--- src/tcc_pkg.sv ---
// Shared constants, codes and control types for the text console block.
package tcc_pkg;

  // Screen geometry.
  localparam int COLUMNS = 80;
  localparam int ROWS    = 25;
  localparam int CELLS   = ROWS * COLUMNS;
  localparam int COL_W   = $clog2(COLUMNS);
  localparam int ROW_W   = $clog2(ROWS);
  localparam int ADDR_W  = $clog2(CELLS);

  // Field widths on the channels.
  localparam int ACTION_W    = 2;
  localparam int CHAR_W      = 8;
  localparam int READ_ROW_W  = 5;
  localparam int READ_COL_W  = 7;
  localparam int CURSOR_W    = 11;
  localparam int CELL_W      = 16;
  localparam int COLOR_W     = 4;
  localparam int CFG_INDEX_W = 2;
  localparam int CFG_DATA_W  = 4;

  // Item actions.
  typedef enum logic [ACTION_W-1:0] {
    ACT_PUT   = 2'd0,
    ACT_CLEAR = 2'd1,
    ACT_READ  = 2'd2,
    ACT_NONE  = 2'd3
  } action_t;

  // Character codes with special meaning.
  localparam logic [CHAR_W-1:0] CH_BACKSPACE  = 8'h08;
  localparam logic [CHAR_W-1:0] CH_NEWLINE    = 8'h0A;
  localparam logic [CHAR_W-1:0] CH_RETURN     = 8'h0D;
  localparam logic [CHAR_W-1:0] CH_SPACE      = 8'h20;
  localparam logic [CHAR_W-1:0] CH_PRINT_LAST = 8'h7F;

  // Configuration register indexes.
  localparam logic [CFG_INDEX_W-1:0] CFG_FG_COLOR = 2'd0;
  localparam logic [CFG_INDEX_W-1:0] CFG_BG_COLOR = 2'd1;

  // Reset values.
  localparam logic [COLOR_W-1:0] RESET_FG    = 4'h7;
  localparam logic [COLOR_W-1:0] RESET_BG    = 4'h0;
  localparam logic [CELL_W-1:0]  RESET_CELL  = {RESET_BG, RESET_FG, CH_SPACE};

  // Controller states.
  typedef enum logic [2:0] {
    ST_INIT,
    ST_IDLE,
    ST_EXEC,
    ST_FILL,
    ST_DONE
  } state_t;

  // Commands from the controller to the datapath.
  typedef struct packed {
    logic accept;
    logic exec;
    logic fill_step;
    logic load_out;
  } dp_cmd_t;

  // Status from the datapath to the controller.
  typedef struct packed {
    logic need_fill;
    logic is_read;
    logic fill_last;
    logic out_free;
  } dp_status_t;

endpackage

--- src/tcc_ctrl.sv ---
// Controller state machine of the text console: sequences accept, execute, fill and result.
module tcc_ctrl import tcc_pkg::*; (
  input  logic       clk,
  input  logic       rst,
  input  logic       in_valid,
  output logic       in_ready,
  input  dp_status_t status,
  output dp_cmd_t    cmd
);

  state_t state;
  state_t state_next;

  always_ff @(posedge clk) begin
    if (rst) begin
      state <= ST_INIT;
    end else begin
      state <= state_next;
    end
  end

  // Next state and datapath commands.
  always_comb begin
    state_next = state;
    cmd        = '0;
    in_ready   = 1'b0;
    case (state)
      ST_INIT: begin
        cmd.fill_step = 1'b1;
        if (status.fill_last) begin
          state_next = ST_IDLE;
        end
      end
      ST_IDLE: begin
        in_ready = 1'b1;
        if (in_valid) begin
          cmd.accept = 1'b1;
          state_next = ST_EXEC;
        end
      end
      ST_EXEC: begin
        cmd.exec = 1'b1;
        if (status.need_fill) begin
          state_next = ST_FILL;
        end else if (status.is_read) begin
          state_next = ST_DONE;
        end else if (status.out_free) begin
          cmd.load_out = 1'b1;
          state_next   = ST_IDLE;
        end else begin
          state_next = ST_DONE;
        end
      end
      ST_FILL: begin
        cmd.fill_step = 1'b1;
        if (status.fill_last) begin
          if (status.out_free) begin
            cmd.load_out = 1'b1;
            state_next   = ST_IDLE;
          end else begin
            state_next = ST_DONE;
          end
        end
      end
      ST_DONE: begin
        if (status.out_free) begin
          cmd.load_out = 1'b1;
          state_next   = ST_IDLE;
        end
      end
      default: begin
        state_next = ST_IDLE;
      end
    endcase
  end

endmodule

--- config.mk ---
export PLATFORM = sky130hd
export DESIGN_NAME = tcc_ctrl
export DESIGN_NICKNAME = d
export VERILOG_FILES = /design/src/tcc_pkg.sv /design/src/tcc_ctrl.sv
export SDC_FILE = /design/constraint.sdc
export NUM_CORES = 1
export LEC_CHECK = 0
export ABC_AREA = 1
export BUFFER_PORTS_ARGS = -buffer_cell sky130_fd_sc_hd__buf_2
export CAP_MARGIN = 5
export CORE_AREA = 2 2 39 41
export CTS_CLUSTER_SIZE = 12
export DETAILED_ROUTE_END_ITERATION = 10
export DIE_AREA = 0 0 41 43
export GPL_TIMING_DRIVEN = 0
export SLEW_MARGIN = 20
export SYNTH_ARGS = -nofsm -noshare
export SYNTH_HDL_FRONTEND = slang
export SYNTH_SLANG_ARGS = --single-unit
export TNS_END_PERCENT = 1
--- constraint.sdc ---
create_clock -name clk -period 1.8 [get_ports clk]
set_input_delay 0.18 -clock clk [delete_from_list [all_inputs] [get_ports clk]]
set_output_delay 0.18 -clock clk [all_outputs]
set_load 0.005 [all_outputs]
* Word-level counts from Yosys, hierarchy flattened
Index checks and enable logic that the tools add are counted.
Word-level totals: flip-flop bits (word level) 3, latch bits 0, RAM bits 0, memory bits (read-only) 0, input port bits 7, output and inout port bits 5, word-level logic and storage cells 30, memories 0
Operators by class: $add $sub $neg 0, multipliers 0, div/mod/pow operators 0, magnitude comparators 0, eq/ne operators 8, shift operators 0, mux-type cells 18, bitwise operators 0, reduce and logical (&&, ||, !) cells 3
Operators by type and width (count):
- $mux 3 | 7
- $pmux 3 s5 | 1
- $mux 1 | 9
- $ne 2x2->1 const B | 4
- $eq 3x2->1 const B | 2
- $reduce_and 4->1 | 1
- $eq 3x1->1 const B | 1
- $eq 3x3->1 const B | 1
- $logic_not 3->1 | 1
- $pmux 1 s3 | 1
- $reduce_or 2->1 | 1

* Longest topological paths before layout
Gate-level depths: netlist of the first run.
word-level depth 4, mapped depth 9, mapped depth without buffers 8

* Worst setup path before layout of the first run
Ideal clock, no wire load.
path type flip-flop to flip-flop, start register state[1], end register state[2], arrival time 0.943 ns, path slack 0.744 ns, cell stages (with the launch flop) 10, period minus slack after synthesis 1.056 ns, cell sequence dfxtp_1 -> buf_6 -> nor2_4 -> nand3_2 -> nand2_2 -> inv_1 -> nand2_1 -> nand2_1 -> nand2_1 -> nor2_1
Between the ends: word-level cells in the longest chain between the ends 3, elaborated cells between the ends (all ways) 11, those cells by class eq/ne (8); mux (1); reduce/logical (2)
RTL lines:
- start, declared | RTL line tcc_ctrl.sv:11 | state_t state;
- start signal, assigned | RTL line tcc_ctrl.sv:18 | state <= state_next;
- $eq 3x2->1 (tied with other cells) | RTL line tcc_ctrl.sv:27 | case (state)
- $ne 2x2->1 (no line)
- $reduce_and 4->1 (no line)
Parallel ways exist; a longest one is shown, timed or not. A chain may end at the register's enable or synchronous reset.

==> impl_metrics.py, run 1 <==
metrics = {
    "cts": {
        "clockRootBuffer": "clkbuf_4",
        "ctsResizeCount": 0,
        "max-clock-path-buffers": 2,
        "cts_tree": "yes",
        "cts.sinks": 3,
        "clk_latency_ps": 230,
        "clk_pin_slew_ps": 40,
        "post_cts_buffers": 0,
        "numCtsBuffers": 3,
        "htree_levels": 1,
        "hold_buffers": 0,
    },
    "cells_and_area": {
        "fin_util_pct": 31.0,
        "multi_input_area_sq_um": 223,
        "final_common_cell": "nand2_1",
        "largestRegisters": "state (3)",
        "final_cell_mix": "12 x nand2_1, 11 x buf_2, 10 x nor2_1",
        "drive_gt1_share_pct": 37.7,
        "nFillCells": 162,
        "syn2layout_area_growth_pct": 30.9,
        "seqCellArea_sq_um": 60.1,
        "nNetsFinal": 77,
        "largest_reg_flops": 3,
        "antenna_cells": 0,
        "regMostFlops": "state",
    },
    "logic_synthesis": {
        "yosysUniqueCellTypes": 17,
        "netlist_area_sq_um": 328,
        "synth_warnings": 0,
        "syn_avg_cell_area_sq_um": 6.07,
        "synth_nets": 61,
        "synth-seq-cells": 3,
        "seq_area_frac_synth_pct": 18.3,
        "synthCells": 54,
    },
    "sta": {
        "worstMarginPinSlew_ps": 349,
        "setup_viol": 0,
        "period_share_pct": 80.1,
        "max_slew_margin_pct": 76.7,
        "maxClockFrequency_mhz": 693,
        "finalMaxSlewViolations": 0,
        "hold_viol": 0,
        "fin_crit_ps": 1440,
        "whs_ps": 210,
        "fin_tns_setup_ps": 0,
        "rsz0062_at_grt": "no",
        "finalClockSkew_ps": 0.672,
    },
    "detailed_routing": {
        "routed_via_density": 4.34,
        "drt_iter0_drc": 6,
        "wl_microns": 722,
        "routedWlPerCell_microns": 8.49,
        "vias": 369,
        "ant_nets": 0,
        "dr.pass1.iters": 4,
        "detail_route.drc_violations": 0,
    },
    "pwr": {
        "power_density_nw_per_um2": 1630,
        "p_total_w": 0.000699,
        "p_leak_nw": 0.231,
        "ir_drop_mv": 0.407,
    },
    "die": {
        "die_h_microns": 43,
        "die_w_microns": 41,
        "core_sq_um": 1380,
        "start_util_pct": 23.7,
        "rows": 14,
        "dieArea_sq_um": 1760,
        "num_io_pins": 12,
    },
    "setup_path": {
        "cp_data_required_time_ps": 1620,
        "crit_path_top_delay_cell": "dfxtp_1",
        "arrival_ps": 1260,
        "start_kind": "flip-flop",
        "ff2ff_setup_slack_ps": 590,
        "end_kind": "output port",
        "path_cells": "nand4_1, o221ai_1, buf_2",
        "slowest_delay_ps": 520,
        "critical_path_class": "flip-flop to output port",
        "path_max_fanout": 7,
    },
    "placed_design": {
        "portBuffers": 11,
        "detailed_place_hpwl_microns": 583,
        "routabilityCongestion": 0.799,
    },
    "global_routing": {
        "grt_pass1_vias": 316,
        "grt_max_degree": 10,
        "grt_pass1_wl_mm": 1.21,
        "grt_usage_pct": 9.53,
        "antenna_found_initial": 0,
        "grt-ovfl-total": 0,
    },
    "outcome": {
        "outcome": "complete, no violations",
    },
    "job": {
        "drv_cap": 0,
    },
    "worst_hold_path": {
        "hp-class": "input pin to flip-flop",
    },
}
final cells by class:
class | count | area share [%]
Tap cell | 16 | 4.66
Timing Repair Buffer | 11 | 12.8
Sequential cell | 3 | 14.0
Clock buffer | 4 | 6.12
Buffer | 1 | 2.62
Multi-Input combinational cell | 41 | 51.9
Inverter | 9 | 7.87
layer usage:
metal | part of all wire [%] | global-route usage (%) | up-vias
li1 | - | - | 203
met1 | 49 | 13.8 | 158
met2 | 48 | 14.4 | 8
met3 | 2.8 | 0 | 0
met4 | 0 | 4.00 | 0
met5 | 0 | 0 | -
through the flow:
stage	cell area [sq um]	instances	setup slack (ps)
finish	429	85	358
global route	429	85	285
CTS	429	85	359
detailed placement	403	81	606
global placement	403	81	602
floorplan	328	54	744
synth_stat cells:
| cell | number | area (sq um) |
|---|---|---|
| nand3_1 | 3 | 15.0 |
| nand4_1 | 2 | 12.5 |
| nor2_1 | 10 | 37.5 |
| nand2_2 | 2 | 12.5 |
| nor2_4 | 2 | 22.5 |
| dfxtp_1 | 3 | 60.1 |
| inv_2 | 3 | 11.3 |
| nor4_1 | 1 | 6.26 |
| a21oi_1 | 2 | 10.0 |
| o221ai_1 | 1 | 8.76 |
| nand3b_1 | 1 | 7.51 |
| inv_1 | 6 | 22.5 |
| nor3_2 | 1 | 10.0 |
| nand3_2 | 3 | 30.0 |
| o21ai_1 | 1 | 5.00 |
| buf_6 | 1 | 11.3 |
| nand2_1 | 12 | 45.0 |
power by group:
group	total (W)	internal (W)	switching, W
combinational	0.000430	0.000175	0.000255
sequential	0.000154	0.0000962	0.0000578
clock	0.000115	0.0000829	0.0000317
total	0.000699	0.000354	0.000345
worst max-delay path: cells and delay by family (launching register included):
kind / cells / cell delay [ps]
DFF: 1 / 520
AOI/OAI and AO/OA: 1 / 210
and+or+nand+nor: 1 / 160
buffers and inverters: 1 / 150
final timing paths:
| path | cells past startpoint | startpoint | end |
|---|---|---|---|
| max | 3 | state[0]$_SDFFE_PP0P_ | cmd[0] |
| min | 4 | rst | state[2]$_SDFFE_PP0P_ |
| max reg2reg | 7 | state[2]$_SDFFE_PP0P_ | state[1]$_SDFFE_PP0P_ |
| min reg2reg | 2 | state[0]$_SDFFE_PP0P_ | state[0]$_SDFFE_PP0P_ |
logic make-up after synthesis:
kind of cell / count (synthesis) / synth area share, %
DFF: 3 / 18.3
and+or+nand+nor: 37 / 60.7
buffers and inverters: 10 / 13.7
AOI/OAI and AO/OA: 4 / 7.25
Power figures use the tool's default switching activity.
==> inputs of run 2 (changes only) <==
--- a/config.mk
+++ b/config.mk
@@ -5,7 +5,7 @@
 export SDC_FILE = /design/constraint.sdc
 export NUM_CORES = 1
 export LEC_CHECK = 0
-export ABC_AREA = 1
+export ABC_AREA = 0
 export BUFFER_PORTS_ARGS = -buffer_cell sky130_fd_sc_hd__buf_2
 export CAP_MARGIN = 5
 export CORE_AREA = 2 2 39 41
==> constraint.sdc (replaced) <==
create_clock -name clk -period 1.4 [get_ports clk]
set_input_delay 0.14 -clock clk [delete_from_list [all_inputs] [get_ports clk]]
set_output_delay 0.14 -clock clk [all_outputs]
set_load 0.005 [all_outputs]
==> run 2 against run 1 <==
Effect of this change: utilization increased by 3.5 points; wire length increased by 1.8%; die area unchanged; worst setup slack got worse by 280 ps; cell area increased by 11%; critical path type unchanged; largest power group unchanged.
==> impl_metrics.py, run 2 <==
metrics = {
    "setup_path": {
        "crit_path_top_delay_cell": "dfxtp_2",
        "cp_data_required_time_ps": 1260,
        "end_kind": "output port",
        "arrival_ps": 1190,
        "path_cells": "buf_8, nor3_4, a21oi_2, o21ai_1, and2_1, buf_2",
        "slowest_delay_ps": 320,
        "critical_path_class": "flip-flop to output port",
        "path_max_fanout": 7,
        "start_kind": "flip-flop",
    },
    "logic_synthesis": {
        "netlist_area_sq_um": 322,
        "syn_avg_cell_area_sq_um": 8.46,
        "synth_top_area_share_pct": 18.7,
        "synth-seq-cells": 3,
        "yosys.area.top_type": "dfxtp_1",
        "synth_warnings": 0,
        "synth_area_leaders": "dfxtp_1 19%, a2111oi_4 8.6%, nor4b_4 7.4%, and2_1 5.8%, nor2_1 5.8%",
        "synth_edf_count": 0,
        "yosysUniqueCellTypes": 23,
        "synth_nets": 45,
        "async_flop_share_pct": 0,
        "synth_ff_type": "dfxtp_1",
        "seq_area_frac_synth_pct": 18.7,
        "synth.most_common_cell": "nor2_1",
        "synthCells": 38,
    },
    "die": {
        "die_h_microns": 43,
        "dieArea_sq_um": 1760,
        "num_io_pins": 12,
        "rows": 14,
        "start_util_pct": 23.2,
        "core_sq_um": 1380,
        "die_w_microns": 41,
    },
    "global_routing": {
        "grt-ovfl-total": 0,
        "grt_pass1_wl_mm": 1.21,
        "grt_usage_pct": 10.4,
        "grt_max_degree": 11,
        "antenna_found_initial": 0,
        "grt_pass1_vias": 292,
    },
    "cts": {
        "clockRootBuffer": "clkbuf_4",
        "cts.sinks": 3,
        "numCtsBuffers": 3,
        "clk_latency_ps": 240,
        "htree_levels": 1,
        "clk_pin_slew_ps": 40,
        "max-clock-path-buffers": 2,
        "cts_tree": "yes",
        "hold_buffers": 0,
    },
    "cells_and_area": {
        "largestRegisters": "state (3)",
        "syn2layout_area_growth_pct": 48.6,
        "largest_reg_flops": 3,
        "drive_gt1_share_pct": 56.4,
        "antenna_cells": 0,
        "final_cell_mix": "11 x buf_2, 4 x buf_4, 4 x nor2_1",
        "regMostFlops": "state",
        "nNetsFinal": 63,
        "final_common_cell": "buf_2",
    },
    "detailed_routing": {
        "vias": 337,
        "wl_microns": 735,
        "detail_route.drc_violations": 0,
        "routedWlPerCell_microns": 10.4,
        "ant_nets": 0,
        "dr.pass1.iters": 2,
        "drt_iter0_drc": 1,
        "routed_via_density": 4.75,
    },
    "sta": {
        "finalMaxSlewViolations": 0,
        "worstMarginPinSlew_ps": 308,
        "hold_viol": 0,
        "finalClockSkew_ps": 7.59,
        "rsz0062_at_grt": "yes",
        "setup_viol": 0,
        "period_share_pct": 94.8,
        "max_slew_margin_pct": 78.9,
        "timing.final.ws_setup_ps": 73.1,
        "maxClockFrequency_mhz": 754,
        "whs_ps": 92.3,
        "fin_crit_ps": 1330,
    },
    "placed_design": {
        "routabilityCongestion": 0.752,
        "portBuffers": 11,
        "preCtsSetupSlack_ps": 144,
        "detailed_place_hpwl_microns": 527,
    },
    "job": {
        "drv_cap": 0,
    },
    "outcome": {
        "outcome": "complete, no violations",
    },
    "pwr": {
        "power_density_nw_per_um2": 943,
        "p_leak_nw": 0.207,
        "ir_drop_mv": 0.340,
    },
    "worst_hold_path": {
        "hp-class": "input pin to flip-flop",
    },
}
## run 2: what timing repair did
item / 4_1_cts / 5_1_grt
pin swaps: 0 / 3
gates resized for setup: 4 / 6
setup buffers: 2 / 0
setup endpoints to repair: 1 / 2
cloned: 0 / 0
## run 2: where the power goes
group          switching, W  leakage [nW]  internal, W  total [W]
clock             0.0000537        0.0150     0.000107   0.000161
sequential       0.00000363        0.0249    0.0000944  0.0000980
combinational     0.0000995         0.167    0.0000920   0.000191
## run 2: cell families after synthesis
logic type / count (synthesis) / synth area share (%)
compound gates: 10 / 30.0
xor+xnor: 1 / 2.72
buf+inv: 7 / 13.6
flops: 3 / 18.7
mux: 1 / 3.11
simple gates: 16 / 31.9
## run 2: area by class of cell
type                            instances  area (sq um)
Fill cell                             155           906
Multi-Input combinational cell         28           253
Timing Repair Buffer                   13          70.1
Sequential cell                         3          61.3
Buffer                                  3          30.0
Clock buffer                            4          26.3
Tap cell                               16          20.0
Inverter                                4          17.5
## run 2: through the flow
| stage | cells | util [%] | cell area [sq um] | power, W | setup TNS [ps] |
|---|---|---|---|---|---|
| 6_report | 71 | 34.5 | 478 | 0.000451 | 0 |
| 3_5_place_dp | 65 | 28.7 | 397 | 0.000256 | 0 |
| 5_1_grt | 71 | 34.5 | 478 | 0.000483 | -14.1 |
| 4_1_cts | 71 | 32.7 | 453 | 0.000442 | 0 |
| 2_1_floorplan | 38 | - | 322 | 0.000211 | 0 |
| 3_3_place_gp | 65 | 28.7 | 397 | 0.000254 | 0 |
## run 2: routing by layer
metal  vias up  share of wire, %  track usage [%]  wire [microns]
met3         2               4.2             1.57              31
met2        10                45             14.4             330
met5         -                 0                0               0
li1        175                 -                -               -
met1       150                47             13.7             346
met4         0               3.4             8.00              25
## run 2: path summary, 6_finish.rpt
kind / startpoint / to / slack [ps] / cells past startpoint
min: rst / state[0]$_SDFFE_PP0P_ / 90 / 2
min reg2reg: state[2]$_SDFFE_PP0P_ / state[1]$_SDFFE_PP0P_ / 590 / 2
max: state[0]$_SDFFE_PP0P_ / cmd[0] / 70 / 6
max reg2reg: state[0]$_SDFFE_PP0P_ / state[1]$_SDFFE_PP0P_ / 140 / 5
## run 2: critical path, delay by kind of cell, from the launching register on
kind | cells | cell delay (ps)
AO/OA/AOI/OAI | 2 | 150
buffers and inverters | 2 | 240
flip-flops | 1 | 320
AND/OR/NAND/NOR | 2 | 230
